--- config.mk ---
export PLATFORM = sky130hd
export DESIGN_NAME = sat_cell
export DESIGN_NICKNAME = d
export VERILOG_FILES = /design/src/rtl/core/sat_pkg.sv /design/src/rtl/core/sat_cell.sv
export SDC_FILE = /design/constraint.sdc
export NUM_CORES = 1
export LEC_CHECK = 0
export ABC_AREA = 1
export BUFFER_PORTS_ARGS = -buffer_cell sky130_fd_sc_hd__buf_4
export CAP_MARGIN = 20
export CELL_PAD_IN_SITES_DETAIL_PLACEMENT = 1
export CELL_PAD_IN_SITES_GLOBAL_PLACEMENT = 1
export CORE_ASPECT_RATIO = 0.8
export CORE_UTILIZATION = 29
export DETAILED_ROUTE_END_ITERATION = 10
export PLACE_DENSITY_LB_ADDON = 0.1
export SKIP_LAST_GASP = 1
export SLEW_MARGIN = 20
export SYNTH_ARGS = -nofsm -noshare
export SYNTH_HDL_FRONTEND = slang
export SYNTH_SLANG_ARGS = --single-unit
--- constraint.sdc ---
create_clock -name clk -period 3.1 [get_ports clk]
set_clock_uncertainty 0.1 [all_clocks]
set_input_delay 0.62 -clock clk [delete_from_list [all_inputs] [get_ports clk]]
set_output_delay 0.62 -clock clk [all_outputs]
set_load 0.02 [all_outputs]
--- src/rtl/core/sat_pkg.sv ---
// Shared types, sizes and codes for the sorted array table.
`timescale 1ns / 1ps
`default_nettype none

package sat_pkg;

  localparam int DEPTH       = 128;
  localparam int IDX_W       = $clog2(DEPTH);
  localparam int CNT_W       = $clog2(DEPTH + 1);
  localparam int FIELD_IDX_W = 7;
  localparam int FIELD_CNT_W = 8;
  localparam int VAL_W       = 32;

  // Four-way reduction tree, one register per level, stored as a flat heap.
  localparam int TREE_LVLS       = ($clog2(DEPTH) + 1) / 2;
  localparam int TREE_LEAVES     = 4 ** TREE_LVLS;
  localparam int TREE_NODES      = (4 * TREE_LEAVES - 1) / 3;
  localparam int TREE_FIRST_LEAF = (TREE_LEAVES - 1) / 3;
  localparam int TREE_CNT_W      = $clog2(TREE_LVLS + 1);

  typedef logic [1:0] op_t;
  localparam op_t OP_INSERT = 2'd0;
  localparam op_t OP_DELETE = 2'd1;
  localparam op_t OP_SEARCH = 2'd2;
  localparam op_t OP_READ   = 2'd3;

  typedef logic [1:0] status_t;
  localparam status_t ST_OK       = 2'd0;
  localparam status_t ST_FULL     = 2'd1;
  localparam status_t ST_NOTFOUND = 2'd2;
  localparam status_t ST_RANGE    = 2'd3;

  typedef struct packed {
    op_t                     op;
    logic signed [VAL_W-1:0] value;
    logic [FIELD_IDX_W-1:0]  index;
  } req_t;

  typedef struct packed {
    status_t                 status;
    logic [FIELD_IDX_W-1:0]  found_index;
    logic signed [VAL_W-1:0] read_value;
    logic [FIELD_CNT_W-1:0]  entry_count;
  } rsp_t;

  // Control broadcast from the sequencer to every cell.
  typedef struct packed {
    logic                    cmp_en;
    logic                    ins_en;
    logic                    del_en;
    logic                    read_mode;
    logic signed [VAL_W-1:0] value;
    logic [CNT_W-1:0]        count;
    logic [FIELD_IDX_W-1:0]  index;
  } cell_ctl_t;

  // What the selected cell reports; all other cells report zero.
  typedef struct packed {
    logic                    hit;
    logic [IDX_W-1:0]        idx;
    logic signed [VAL_W-1:0] entry;
  } leaf_t;

  typedef enum logic [1:0] {
    S_IDLE,
    S_CMP,
    S_TREE,
    S_APPLY
  } state_t;

endpackage

`default_nettype wire

--- src/rtl/core/sat_cell.sv ---
// One cell of the table: holds one entry, compares it and shifts with its neighbours.
`timescale 1ns / 1ps
`default_nettype none

module sat_cell (
  input  logic                             clk,
  input  logic [sat_pkg::IDX_W-1:0]        cell_idx,
  input  sat_pkg::cell_ctl_t               ctl,
  input  logic                             prev_lt,
  input  logic signed [sat_pkg::VAL_W-1:0] prev_entry,
  input  logic signed [sat_pkg::VAL_W-1:0] next_entry,
  output logic                             lt,
  output logic signed [sat_pkg::VAL_W-1:0] entry,
  output sat_pkg::leaf_t                   leaf
);
  import sat_pkg::*;

  localparam int SEL_W = (IDX_W > FIELD_IDX_W) ? IDX_W : FIELD_IDX_W;

  logic eq;
  logic idx_hit;
  logic live;
  logic boundary;
  logic sel;

  assign live = CNT_W'(cell_idx) < ctl.count;

  // Entries are sorted, so the less-than flags form a run from cell zero and
  // the first cell without the flag is where the value belongs.
  assign boundary = !lt && prev_lt;
  assign sel      = ctl.read_mode ? idx_hit : boundary;

  always_ff @(posedge clk) begin
    if (ctl.cmp_en) begin
      lt      <= live && (entry < ctl.value);
      eq      <= live && (entry == ctl.value);
      idx_hit <= SEL_W'(cell_idx) == SEL_W'(ctl.index);
    end
    if (ctl.ins_en && !lt) begin
      entry <= prev_lt ? ctl.value : prev_entry;
    end else if (ctl.del_en && !lt) begin
      entry <= next_entry;
    end
  end

  always_comb begin
    leaf = '0;
    if (sel) begin
      leaf.hit   = eq;
      leaf.idx   = cell_idx;
      leaf.entry = entry;
    end
  end

endmodule

`default_nettype wire

==> summary.txt <==
Status
  • Status: completed

Power and ir drop
  • P_leak: 2.70 nW
  • Combinational power share: 42.7%
  • NetSw: 0.000728 W
  • Clk pwr share: 24.1%
  • Net Sw Frac: 35.9%
  • Sequential share of power: 33.1%
  • Power Dens Cells: 411 mW/mm^2
  • Power Internal: 0.00130 W
  • Worst vdd ir: 0.180 mV

Setup path
  • Worst setup path class: reg2out
  • Arrival @ worst endpoint: 1.93 ns
  • Top fanout value on the critical path: 21
  • RR Endpoint: lt
  • Reg-to-reg startpoint: entry[31]
  • R2R depth: 8
  • Crit-path max cell delay: 0.53 ns
  • CP cell instances: nor3_1 -> a21oi_4 -> buf_16 -> nor2_1 -> buf_4
  • CP Capture Type: primary output
  • R2r setup slk: 1.11 ns
  • Crit path required time: 2.38 ns
  • Setup crit start kind: flop
  • Slowest CP cell: edfxtp_1

Global routing
  • First-pass GRT wire length: 17.1 mm
  • GRT overflow: 0
  • Total GRT Usage: 19.1%
  • Initial antenna violation count: 0
  • Vias in the first global route: 3521
  • Largest net degree at the start of global routing: 51

Cells and area
  • Layout cell share with drive strength beyond 1: 33.5%
  • Layout area overhead: 57.6%
  • Ant diodes: 0
  • NumNets Final: 799
  • Finished Layout Cells: 778
  • Final Util: 47.7%
  • Design Area, Final: 0.00494 mm^2
  • Fill count: 1325

Drt
  • Post-DRT Antenna Nets: 0
  • Iter 0 DRT Violations: 80
  • Drt via density: 4.50
  • Post-DR wirelength/cell: 13.9 um
  • Vias: 3501
  • DRC Markers: 0
  • Final wirelength: 10.8 mm
  • Drt first pass iters: 7

Placed design
  • Setup WS pre-CTS: 0.285 ns
  • Area of placed instances: 0.00478 mm^2
  • I/O Buffers: 196
  • Routability Congestion: 0.776
  • Inst Count DP: 769
  • Detail Placement HPWL: 8.57 mm

Timing
  • Max_slew headroom: 57.7%
  • Final cycle utilization of the critical path: 85.4%
  • Slew @ Worst Pin: 0.634 ns
  • Final TNS setup: 0 ns
  • RSZ-0062 raised after global routing: no
  • # setup viols final: 0
  • Final hold vios: 0
  • Crit path time final: 2.65 ns
  • Maximum clock frequency: 378 MHz
  • Fin worst setup slack: 0.451 ns
  • Max Slew Vio Count: 0

Floorplanning
  • FP Rows: 33
  • Die width: 118 um
  • Starting Density: 30.3%
  • Core box area: 0.0104 mm^2
  • Height of the die: 95.0 um
  • Num ports: 197
  • Die area: 0.0112 mm^2

Logic synthesis
  • Syn nets: 608
  • Share of the synthesized area in the top cell type: 33.5%
  • Synthesized flop and latch total: 35
  • Seq/Total Area, Yosys: 33.5%
  • Cell count after synthesis: 446
  • Syn_area_per_cell: 7.03 um^2
  • Syn. warnings: 0
  • Synth cell types: 24
  • Mapped Area: 0.00314 mm^2
  • Largest area contributor in the netlist: edfxtp_1
  • Synth area leaders: edfxtp_1 34%, ha_1 15%, nand2_1 12%, inv_1 11%, nor2_1 10%

Min path
  • Worst hold start: ctl[50]
  • Worst Hold Class: in2reg
  • Min-Delay Path Depth: 1
  • Hold endpoint: idx_hit

Clocking
  • Post-CTS Resized: 0
  • CTS buffer count: 5
  • Clock slew at reported path FFs: 0.05 ns
  • CTS Sinks: 35
  • H-tree levels: 2
  • Setup bufs post-CTS: 0
  • CTS Root Cell: clkbuf_16
  • Clock Tree Buf Depth: 2
  • Hold buffers post-CTS: 0
  • TritonCTS clock tree: yes
  • Worst-Skew Late Latency: 0.28 ns

Run
  • Max Cap Violations: 0
## worst max path at each step
stage / start / to / slack [ns] / depth (start not counted)
3_5_place_dp: prev_lt / leaf[37] / 0.28 / 6
4_1_cts: lt / leaf[37] / 0.15 / 4
2_1_floorplan: ctl[49] / entry[0] / 0.56 / 2
5_1_grt: lt / leaf[37] / 0.33 / 5
3_3_place_gp: prev_lt / leaf[2] / 0.40 / 6
6_report: lt / leaf[37] / 0.45 / 5
## worst max-delay path: cells and delay by family (launching register included)
kind	cells	cell delay (ns)
AO/OA/AOI/OAI	1	0.52
AND/OR/NAND/NOR	2	0.20
flip-flops	1	0.53
buffers and inverters	2	0.38
## cell usage after synthesis, drive strengths merged
library cell	number
nor4	1
nand3	3
and3	1
inv	90
a21o	2
buf	12
nor3	3
a31oi	32
clkbuf	5
o21a	1
xor2	3
o21ai	5
nor2	88
xnor2	4
ha	38
nand2	101
a21oi	18
nand4	4
edfxtp	35
## per-layer routing
metal	up-vias	GRT usage (%)	wire, um
met4	0	3.31	87
met1	1580	24.8	5010
met2	118	32.7	4990
li1	1797	-	-
met5	-	0	0
met3	6	4.61	690
## power groups by stage
stage	logic (W)	registers (W)	clock network, W
finish	0.000868	0.000673	0.000490
CTS	0.000875	0.000674	0.000502
floorplan	0.000395	0.000740	0
detailed placement	0.000870	0.000684	0
global placement	0.000849	0.000682	0
global route	0.000964	0.000683	0.000517
## registers in the layout (all words and copies together) (netlist names)
signal   count
entry       32
idx_hit      1
lt           1
eq           1
## placed cells by master, fill, tap and decap left out, drive strengths merged, types with 5 or more instances in the layout
cell and instances:
clkbuf 7, a21oi 18, o21ai 5, ha 38, buf 201, inv 90, nand2 101, a31oi 32
edfxtp 35, nor2 88
## final cells by class
cell class | instances | area, um^2 | area share (%)
multi-input cells | 304 | 1690 | 34.1
repair buffers | 201 | 1550 | 31.4
flip-flops and latches | 35 | 1050 | 21.3
inverters | 90 | 338 | 6.83
well taps | 140 | 175 | 3.54
clock buffers | 7 | 133 | 2.68
clock inverters | 1 | 5.00 | 0.101
## per-stage QoR
stage	total power (W)	hold slack [ns]
finish	0.00203	0.473
global route	0.00216	0.470
CTS	0.00205	0.468
detailed placement	0.00155	0.748
global placement	0.00153	0.746
floorplan	0.00113	0.632
## kinds of logic after synthesis
logic type | after synthesis | share of synthesized area, %
flip-flops | 35 | 33.5
XOR/XNOR | 7 | 1.95
buffers and inverters | 107 | 13.3
AND/OR/NAND/NOR | 201 | 25.3
adder cells (fa/ha/maj) | 38 | 15.2
AO/OA/AOI/OAI | 58 | 10.8
Power figures use the tool's default switching activity.
